===== src/cidm_pkg.sv =====
// types and constants of the can id payload monitor
`timescale 1ns / 1ps

package cidm_pkg;

   localparam int ID_W      = 11;
   localparam int CSR_IDX_W = 3;
   localparam int MAX_SLOTS = 8;

   localparam logic [1:0] KIND_OBSERVE = 2'd0;
   localparam logic [1:0] KIND_CLEAR   = 2'd1;
   localparam logic [1:0] KIND_READ    = 2'd2;

   localparam logic [3:0] MAX_LEN     = 4'd8;
   localparam logic [7:0] ALL_CHANGED = 8'hFF;

   localparam logic [ID_W-1:0] TARGET_ID_RESET [MAX_SLOTS] = '{
      11'h101, 11'h107, 11'h18D, 11'h1B0, 11'h1B1, 11'h2BA, 11'h37F, 11'h4AD
   };

   typedef struct packed {
      logic [1:0]  kind;
      logic [2:0]  channel;
      logic        extended;
      logic [28:0] frame_id;
      logic [3:0]  frame_length;
      logic [63:0] payload;
      logic [31:0] time_ms;
      logic [2:0]  read_slot;
   } req_type;

   typedef struct packed {
      logic        slot_matched;
      logic [2:0]  slot;
      logic [31:0] frame_count;
      logic [31:0] last_time_ms;
      logic [3:0]  stored_length;
      logic [63:0] first_bytes;
      logic [63:0] last_bytes;
      logic [63:0] low_bytes;
      logic [63:0] high_bytes;
      logic [7:0]  changed_mask;
   } rsp_type;

   typedef struct packed {
      logic [31:0] count;
      logic [31:0] last_time;
      logic [3:0]  length;
      logic [63:0] first_bytes;
      logic [63:0] last_bytes;
      logic [63:0] low_bytes;
      logic [63:0] high_bytes;
      logic [7:0]  changed_mask;
   } slot_type;

endpackage


===== src/cidm_slot_upd.sv =====
// next statistics of one slot for a matching frame
`timescale 1ns / 1ps

module cidm_slot_upd (
   input  cidm_pkg::slot_type old_slot,
   input  logic [3:0]         frame_len,
   input  logic [63:0]        frame_bytes,
   input  logic [31:0]        frame_time,
   output cidm_pkg::slot_type new_slot
);
   import cidm_pkg::*;

   logic       first_frame;
   logic [7:0] lane_en;
   logic [7:0] nv;
   logic [7:0] lv;
   logic [7:0] mn;
   logic [7:0] mx;

   assign first_frame = (old_slot.count == 32'd0);

   always_comb begin
      new_slot = old_slot;
      if (!first_frame && old_slot.length != frame_len) begin
         new_slot.changed_mask = ALL_CHANGED;
      end
      for (int b = 0; b < 8; b++) begin
         lane_en[b] = 4'(b) < frame_len;
         nv = frame_bytes[8*b +: 8];
         lv = old_slot.last_bytes[8*b +: 8];
         mn = old_slot.low_bytes[8*b +: 8];
         mx = old_slot.high_bytes[8*b +: 8];
         if (lane_en[b]) begin
            if (first_frame) begin
               new_slot.first_bytes[8*b +: 8] = nv;
               new_slot.low_bytes[8*b +: 8]   = nv;
               new_slot.high_bytes[8*b +: 8]  = nv;
            end else begin
               if (lv != nv) begin
                  new_slot.changed_mask[b] = 1'b1;
               end
               new_slot.low_bytes[8*b +: 8]  = (nv < mn) ? nv : mn;
               new_slot.high_bytes[8*b +: 8] = (nv > mx) ? nv : mx;
            end
            new_slot.last_bytes[8*b +: 8] = nv;
         end
      end
      new_slot.length    = frame_len;
      new_slot.count     = old_slot.count + 32'd1;
      new_slot.last_time = frame_time;
   end

endmodule


===== config.mk =====
export PLATFORM = sky130hd
export DESIGN_NAME = cidm_slot_upd
export DESIGN_NICKNAME = d
export VERILOG_FILES = /design/src/cidm_pkg.sv /design/src/cidm_slot_upd.sv
export SDC_FILE = /design/constraint.sdc
export NUM_CORES = 1
export LEC_CHECK = 0
export BUFFER_PORTS_ARGS = -buffer_cell sky130_fd_sc_hd__buf_2
export CAP_MARGIN = 20
export CELL_PAD_IN_SITES_DETAIL_PLACEMENT = 1
export CELL_PAD_IN_SITES_GLOBAL_PLACEMENT = 2
export CORE_AREA = 2 2 299 301
export DETAILED_ROUTE_END_ITERATION = 7
export DIE_AREA = 0 0 301 303
export PLACE_DENSITY = 0.5
export RECOVER_POWER = 25
export SLEW_MARGIN = 40
export SYNTH_ARGS = -nofsm -noshare
export SYNTH_HDL_FRONTEND = slang
export SYNTH_SLANG_ARGS = --single-unit
export TNS_END_PERCENT = 10

===== constraint.sdc =====
create_clock -name vclk -period 6
set_input_delay 0.9 -clock vclk [all_inputs]
set_output_delay 0.9 -clock vclk [all_outputs]
set_load 0.02 [all_outputs]

== Word-level counts from Yosys, hierarchy flattened ==
Index checks and enable logic that the tools add are counted.

* $add $sub $neg: 1
* Multiply operators: 0
* Div/mod/pow operators: 0
* Order comparisons: 24
* Eq/ne operators: 9
* Shifts and indexed selects: 0
* Muxes and demuxes: 97
* Bitwise gates (word level): 0
* Reductions and logical operators: 3

{| class="wikitable"
|+ Operators by type and width
! operator !! count
|-
| 2-to-1 mux 8 bit || 73
|-
| > comparator 8 bit || 8
|-
| < comparator 8 bit || 8
|-
| inequality test 8 bit || 8
|-
| adder 32 x 1 -> 32 bit, second input constant || 1
|-
| logical NOT 32 bit || 1
|-
| 2-to-1 mux 1 bit || 24
|-
| < comparator 3 x 4 -> 1 bit, first input constant || 4
|-
| < comparator 1 x 4 -> 1 bit, first input constant || 2
|-
| < comparator 2 x 4 -> 1 bit, first input constant || 2
|-
| inequality test 4 bit || 1
|-
| logical AND 1 bit || 1
|-
| logical NOT 1 bit || 1
|}

* Bits in registers: 0
* Bits in latches: 0
* RAM bits: 0
* Bits in read-only memories: 0
* Input port bits: 432
* Word-level logic and storage cells: 134
* Memories kept: 0

== Longest topological paths before layout ==
Gate-level depths: netlist of run 1.

* Depth in word-level cells: 7
* Depth in mapped cells: 10
* Depth with buffers taken out: 8

== Worst setup path after synthesis of run 1 ==
Ideal clock, no wire load.

* Kind: in2out
* Start: input old_slot[300] in the netlist's numbering
* End: output new_slot[80] in the netlist's numbering
* Arrival: 2.741 ns
* Required time: 5.100 ns
* Setup slack: 2.359 ns
* Cell stages on the path: 10
* Cell sequence: inv_1 -> ha_1 -> nor4b_2 -> nand4_1 -> or2_1 -> buf_6 -> nor2_8 -> a41o_1 -> buf_4 -> mux2i_1

{| class="wikitable"
|+ RTL lines
! element !! line !! RTL
|-
| start, declared || cidm_slot_upd.sv:5 || <nowiki>input cidm_pkg::slot_type old_slot,</nowiki>
|-
| end, declared || cidm_slot_upd.sv:9 || <nowiki>output cidm_pkg::slot_type new_slot</nowiki>
|}

==> run_results.csv, run 1 <==
group,metric,value,unit
drt,ant_nets,0,
finish,area_growth,55.6,%
die,die_x,301,um
drt,vias_per_cell,3.60,
critical_path,crit_arrival,4.04,ns
critical_path,worstPathMaxFanout,13,
synthesis,yosysSeqAreaShare,0,%
global_route,grt_pass1_wl,79700,um
die,die_y,303,um
global_route,grt.total_usage,12.0,%
drt,routed_wl,58400,um
synthesis,syn-num-nets,1571,
drt,drc,0,
drt,vias,10200,
placement,hpwlAfterDp,52800,um
drt,first_pass_iters,4,
synthesis,synth_top_area_share,29.9,%
sta,finalCritPeriodShare,82.3,%
sta,rsz0062_at_grt,"no",
drt,first_iter_violations,295,
sta,maxSlewHeadroom,4.71,%
global_route,grt_overflow,0,
placement,place_congestion,0.867,
critical_path,end_kind,"output pin",
drt,drt-met1-wl,24200,um
finish,drive_above_1_share,54.4,%
sta,final_max_slew_viol_count,0,
placement,port_buffers,668,
global_route,grt_pass1_vias,10800,
synthesis,synth.largest_area_cell,"mux2_2",
synthesis,syn_inst,1017,
drt,top_layer,"met5",
run,drv_cap,0,
synthesis,synth_cell_types,58,
synthesis,yosysMostFrequentCell,"mux2_2",
synthesis,syn_area_per_cell,7.97,um2
sta,max_freq,0.202,GHz
critical_path,start_kind,"input pin",
synthesis,syn_area,0.00811,mm2
finish,n_sequential_cell,0,
clock_network,ctsResizeCount,0,
die,dieArea,0.0912,mm2
status,status,"completed",
die,core_area,0.0880,mm2
worst_hold_path,hold_class,"in -> out",
sta,finalSetupTns,0,ns
sta,post-route-min-period,4.94,ns
finish,seqCellArea,0,um2
finish,layout.nets,2200,
global_route,grt_max_degree,16,
synthesis,synth_warnings,0,
die,fp-row-count,109,
drt,wl_met3,4660,um
die,ios,764,
finish,clkbuf_count,0,
drt,dr_wl_met2,28800,um
critical_path,required,5.10,ns
clock_network,holdBufCountCts,0,
critical_path,path_class,"in -> out",
sta,hold_viol,0,
finish,finish.utilization,14.3,%
die,start_util,9.21,%
clock_network,post_cts_buffers,0,
synthesis,ys_top_cells_by_count,"215 x mux2_2, 136 x inv_1, 122 x ha_1, 89 x nand2_1, 70 x xor2_1",
sta,worst_slew_pin_slew,1.43,ns
sta,finalSetupViolCount,0,
synthesis,synthTopCellsByArea,"mux2_2 30%, ha_1 19%, xor2_1 7.6%",
drt,routedWlPerCell,20.7,um
global_route,antenna_found_initial,23,
## final timing paths
kind           from       endpoint  slack (ns)  cells after the start
max    frame_len[3]   new_slot[53]        1.06                      7
min   frame_time[9]  new_slot[277]        1.80                      0
## cell type report
| class | instances | area [um2] |
|---|---|---|
| repair buffers | 683 | 3390 |
| diodes | 11 | 27.5 |
| multi-input cells | 825 | 7230 |
| well taps | 1165 | 1460 |
| inverters | 136 | 510 |
| fillers | 10800 | 75300 |
## layout by cell type (no fill, tap or decap), types with 3 or more instances in the layout
cell type,n
o211ai_1,3
nand2_1,89
a21oi_1,53
nor2_1,28
buf_4,12
nand4_1,24
a21o_1,4
nand3_1,16
ha_1,122
nor2b_1,3
clkbuf_1,47
nand2b_1,8
inv_1,136
xnor2_1,28
o21ai_0,42
a2111oi_0,5
and3_1,6
o21a_1,3
nor4_1,22
nor3_1,12
a211oi_1,3
and4_1,4
mux2_2,214
mux2_1,3
mux2_4,16
a21oi_2,6
xor2_1,70
buf_2,624
nor2_8,4
diode_2,11
a211o_1,5
## layer usage
metal	GRT usage, %	up-vias
li1	-	4859
met5	0	-
met4	1.88	6
met2	21.7	475
met3	2.56	36
met1	14.8	4783
## worst max-delay path, stage by stage
cell      delay [ns]
clkbuf_1        0.55
a21oi_2         0.50
clkbuf_1        0.63
nor2_1          0.19
a221oi_4        0.64
mux2_2          0.41
buf_2           0.18
## cells by family after synthesis
family	after synthesis	share of synthesized area [%]
muxes	235	33.4
and+or+nand+nor	231	15.2
xor gates and xnor gates	98	10.6
adders and majority gates	122	18.8
buffers and inverters	192	10.9
AOI/OAI and AO/OA	139	11.1
## per-stage QoR
step,instance area (um2),instances,hold WS (ns),setup WS (ns)
floorplan,8110,1017,1.89,2.36
global placement,12600,2809,1.80,1.29
detailed placement,12700,2809,1.80,1.57
CTS,12700,2809,1.80,1.55
global route,12600,2813,1.80,0.824
finish,12600,2820,1.80,1.06
==> run 2, diff against run 1 <==
- CORE_AREA: 2 2 299 301 -> 2 2 297 299
- DIE_AREA: 0 0 301 303 -> 0 0 299 301
- PLACE_DENSITY: 0.5 -> 0.52
- clock period: 6 -> 4.18 ns (I/O delays scaled with it)
==> run 2 against run 1 <==
Hold slack worse by 0.55 ns; sequential share of layout area unchanged; flip-flop and latch count unchanged; wire length up 3.3%; worst setup slack worse by 0.66 ns; first-iteration DRC count down 13%; non-clock buffer count up 16; clock-buffer cell count unchanged; final cell count up 0.14%; utilization up 0.38 points; global-route usage up 0.58 points; critical path depth unchanged.
==> run_results.csv, run 2 (synthesis gave the netlist of run 1 again) <==
group,metric,value,unit
sta,final_max_slew_viol_count,0,
placement,hpwlAfterDp,54400,um
drt,ant_nets,0,
die,core_area,0.0865,mm2
sta,finalSetupTns,0,ns
placement,port_buffers,668,
critical_path,worstPathMaxFanout,14,
drt,vias,10200,
power,power,1.73,mW
finish,seqCellArea,0,um2
drt,first_pass_iters,4,
sta,post-route-min-period,3.78,ns
critical_path,crit_arrival,3.15,ns
worst_hold_path,whs_path_depth,0,
finish,layout_commonest_cell,"buf_2",
placement,dp_slack,0.380,ns
global_route,antenna_found_initial,20,
worst_hold_path,min-delay-start,"frame_time[4]",
sta,whs,1.25,ns
power,irDropWorstVdd,64.9,uV
sta,finalCritPeriodShare,90.4,%
finish,clkbuf_count,0,
finish,instances_no_fill,2824,
die,die_y,301,um
clock_network,post_cts_buffers,0,
sta,rsz0062_at_grt,"no",
die,dieArea,0.0900,mm2
sta,max_freq,0.265,GHz
finish,area_growth,57.0,%
finish,finish.utilization,14.7,%
sta,hold_viol,0,
clock_network,ctsResizeCount,0,
finish,final_cell_mix,"631 x buf_2, 214 x mux2_2, 136 x inv_1",
drt,first_iter_violations,257,
placement,place_congestion,0.909,
power,cellPowerDensity,136,mW/mm2
global_route,grt_overflow,0,
die,ios,764,
finish,drive_above_1_share,55.2,%
global_route,grt.total_usage,12.6,%
global_route,grt_pass1_wl,82400,um
critical_path,start_kind,"input pin",
sta,maxSlewHeadroom,37.5,%
global_route,grt_pass1_vias,11200,
critical_path,critPathLaunch,"frame_len[3]",
die,start_util,9.37,%
finish,n_sequential_cell,0,
critical_path,end_kind,"output pin",
drt,routedWlPerCell,21.4,um
sta,finalSetupViolCount,0,
critical_path,path_class,"in -> out",
drt,drc,0,
clock_network,holdBufCountCts,0,
run,drv_cap,0,
drt,vias_per_cell,3.61,
global_route,grt_max_degree,15,
placement,dpl_cell_area,0.0128,mm2
worst_hold_path,hold_class,"in -> out",
sta,worst_slew_pin_slew,0.937,ns
die,die_x,299,um
die,fp-row-count,108,
critical_path,required,3.55,ns
status,status,"completed",
finish,layout.nets,2216,
power,power.leakage,6.33,nW
sta,worst_slack,0.402,ns
drt,routed_wl,60400,um
finish,fin_area,0.0127,mm2
placement,dp.cells,2815,
run 2: cell type report:
cell class | count | area [um2]
Antenna cell | 9 | 22.5
Fill cell | 10600 | 73800
Inverter | 136 | 510
Multi-Input combinational cell | 825 | 7220
Tap cell | 1155 | 1450
Timing Repair Buffer | 699 | 3530
run 2: routing by layer:
layer / wire [um] / up-vias / share of wire (%) / global-route usage [%]
li1: - / 4867 / - / -
met1: 24000 / 4793 / 40 / 14.4
met2: 30800 / 453 / 51 / 23.5
met3: 4140 / 66 / 6.9 / 3.04
met4: 1290 / 10 / 2.1 / 2.48
met5: 61 / - / 0.10 / 0
run 2: worst max-delay path, stage by stage:
cell and delay, ns:
buf_2 0.31, nor2_1 0.18, clkbuf_1 0.68, nor2_1 0.19, a221oi_4 0.54, mux2_2 0.43
buf_2 0.18
run 2: path summary, 6_finish.rpt:
kind	end	slack, ns
worst min-delay path	new_slot[272]	1.25
worst max-delay path	new_slot[33]	0.40
run 2: where the power goes:
part,switching [mW],internal (mW),leakage (nW)
combinational,1.05,0.680,6.33
clock,0,0.000000225,0.0000597
sequential,0,0,0
total,1.05,0.680,6.33
Power figures use the tool's default switching activity.
==> run 3, diff against run 2 <==
- PLACE_DENSITY: 0.52 -> 0.5
- RECOVER_POWER: 25 -> not set
- clock period: 4.18 -> 3.8 ns (I/O delays scaled with it)
==> run 3 against run 2 <==
Power increased by 11%; die area is the same; final area is 1.2% higher; flip-flop and latch count unchanged; utilization up 0.18 points; critical path type unchanged; sequential share of layout area is the same; first-iteration DRC count decreased by 3.1%; combinational power grew 12%; hold slack worse by 0.11 ns; wire length is 0.52% lower.
==> run_results.csv, run 3 (synthesis gave the netlist of run 1 again) <==
group,metric,value,unit
critical_path,crit_arrival,3.03,ns
critical_path,path_delay_family,"simple AND/OR/NAND/NOR gates",
finish,finish.utilization,14.9,%
placement,dpl_cell_area,0.0129,mm2
finish,layout.nets,2226,
power,cellPowerDensity,150,mW/mm2
die,dieArea,0.0900,mm2
sta,finalSetupViolCount,0,
global_route,grt_pass1_vias,11400,
critical_path,worst-path-buf-inv,4,
power,pwr-share-comb,100.0,%
critical_path,worstPathMaxFanout,15,
global_route,antenna_found_initial,27,
status,status,"completed",
sta,finalCritPeriodShare,94.7,%
power,power_switching,1.16,mW
critical_path,path_class,"in -> out",
run,drv_cap,0,
critical_path,crit_slowest_cell,"mux2_2",
sta,final_max_slew_viol_count,0,
power,power,1.93,mW
placement,dp.cells,2825,
die,fp-row-count,108,
finish,instances_no_fill,2834,
drt,vias,10300,
power,power.leakage,6.49,nW
critical_path,crit_top_cell,"buf_2",
die,ios,764,
clock_network,post_cts_buffers,0,
finish,drive_above_1_share,58.1,%
placement,place_congestion,0.905,
sta,rsz0062_at_grt,"no",
finish,seqCellArea,0,um2
power,swShare,60.2,%
sta,worst_slew_pin_slew,0.698,ns
drt,vias_per_cell,3.65,
power,irDropWorstVdd,54.1,uV
power,p_int,0.769,mW
sta,post-route-min-period,3.60,ns
finish,clkbuf_count,0,
sta,hold_viol,0,
drt,routedWlPerCell,21.2,um
drt,first_pass_iters,4,
die,start_util,9.37,%
drt,first_iter_violations,249,
critical_path,critPathLaunch,"old_slot[300]",
critical_path,endpoint,"new_slot[85]",
sta,maxSlewHeadroom,53.1,%
drt,drc,0,
global_route,grt_max_degree,16,
die,die_x,299,um
drt,dr_wl_met2,29900,um
critical_path,critical_path_cell_count,11,
power,power_frac_seq,0,%
drt,top_layer,"met5",
sta,finalSetupTns,0,ns
placement,hpwlAfterDp,54500,um
sta,max_freq,0.278,GHz
finish,fin_area,0.0129,mm2
critical_path,worstPathCellList,"buf_2 > inv_1 > ha_1 > nor4b_2 > nand4_1 > or2_2 > buf_12 > nor2_8 > a41o_1 > mux2_2 > buf_2",
worst_hold_path,hold_class,"in -> out",
drt,wl_met3,4200,um
critical_path,required,3.23,ns
finish,area_growth,59.0,%
drt,ant_nets,0,
finish,layout_commonest_cell,"buf_2",
finish,final_cell_mix,"668 x buf_2, 215 x mux2_2, 136 x inv_1",
die,die_y,301,um
global_route,grt_overflow,0,
drt,routed_wl,60000,um
global_route,grt.total_usage,12.6,%
finish,n_sequential_cell,0,
placement,port_buffers,668,
critical_path,max_stage_delay,0.38,ns
critical_path,start_kind,"input pin",
drt,drt-met1-wl,24300,um
critical_path,end_kind,"output pin",
power,clkPwrFrac,0,%
finish,fillers,10600,
die,core_area,0.0865,mm2
global_route,grt_pass1_wl,82400,um
run 3: cell count changes in the layout (fill, tap and decap cells not counted):
cell and change:
clkbuf_1 -40, buf_2 +37, buf_4 +12, a211oi_1 -2
a211oi_2 +2, buf_12 +1, mux2_1 -1, mux2_2 +1
or2_0 -1, or2_2 +1
run 3: timing repair:
action,CTS,global route
hold buffers,0,0
endpoints found under the setup margin,0,5
resized for setup,0,1
run 3: worst min path at each step:
stage | from | end | slack (ns) | cells past startpoint
6_report | frame_time[4] | new_slot[272] | 1.14 | 0
5_1_grt | frame_time[4] | new_slot[272] | 1.14 | 0
4_1_cts | frame_time[0] | new_slot[268] | 1.14 | 0
3_5_place_dp | frame_time[0] | new_slot[268] | 1.14 | 0
3_3_place_gp | frame_time[0] | new_slot[268] | 1.14 | 0
2_1_floorplan | old_slot[300] | new_slot[300] | 1.23 | 1
run 3: area by class of cell:
class                           instances  area, um2  area share [%]
Inverter                              136        510            3.96
Timing Repair Buffer                  709       3680            28.5
Tap cell                             1155       1450            11.2
Antenna cell                            9       22.5           0.175
Multi-Input combinational cell        825       7230            56.1
run 3: routing by layer:
metal	vias up	track usage, %
met5	-	0
met4	12	3.36
met3	65	3.02
met2	492	22.9
met1	4874	14.6
li1	4903	-
run 3: per-stage QoR:
step | setup WS (ns) | hold slack (ns)
4_1_cts | 0.0834 | 1.14
5_1_grt | 0.0626 | 1.14
6_report | 0.200 | 1.14
3_3_place_gp | 0.0936 | 1.14
2_1_floorplan | 0.819 | 1.23
3_5_place_dp | 0.0903 | 1.14
run 3: power groups by stage:
stage	clock network, mW	logic, mW	registers, mW
after CTS	0	1.98	0
final	0.000000326	1.93	0
after global placement	0	1.95	0
after floorplan	0	1.11	0
after global routing	0.000000213	2.10	0
after detailed placement	0	1.97	0
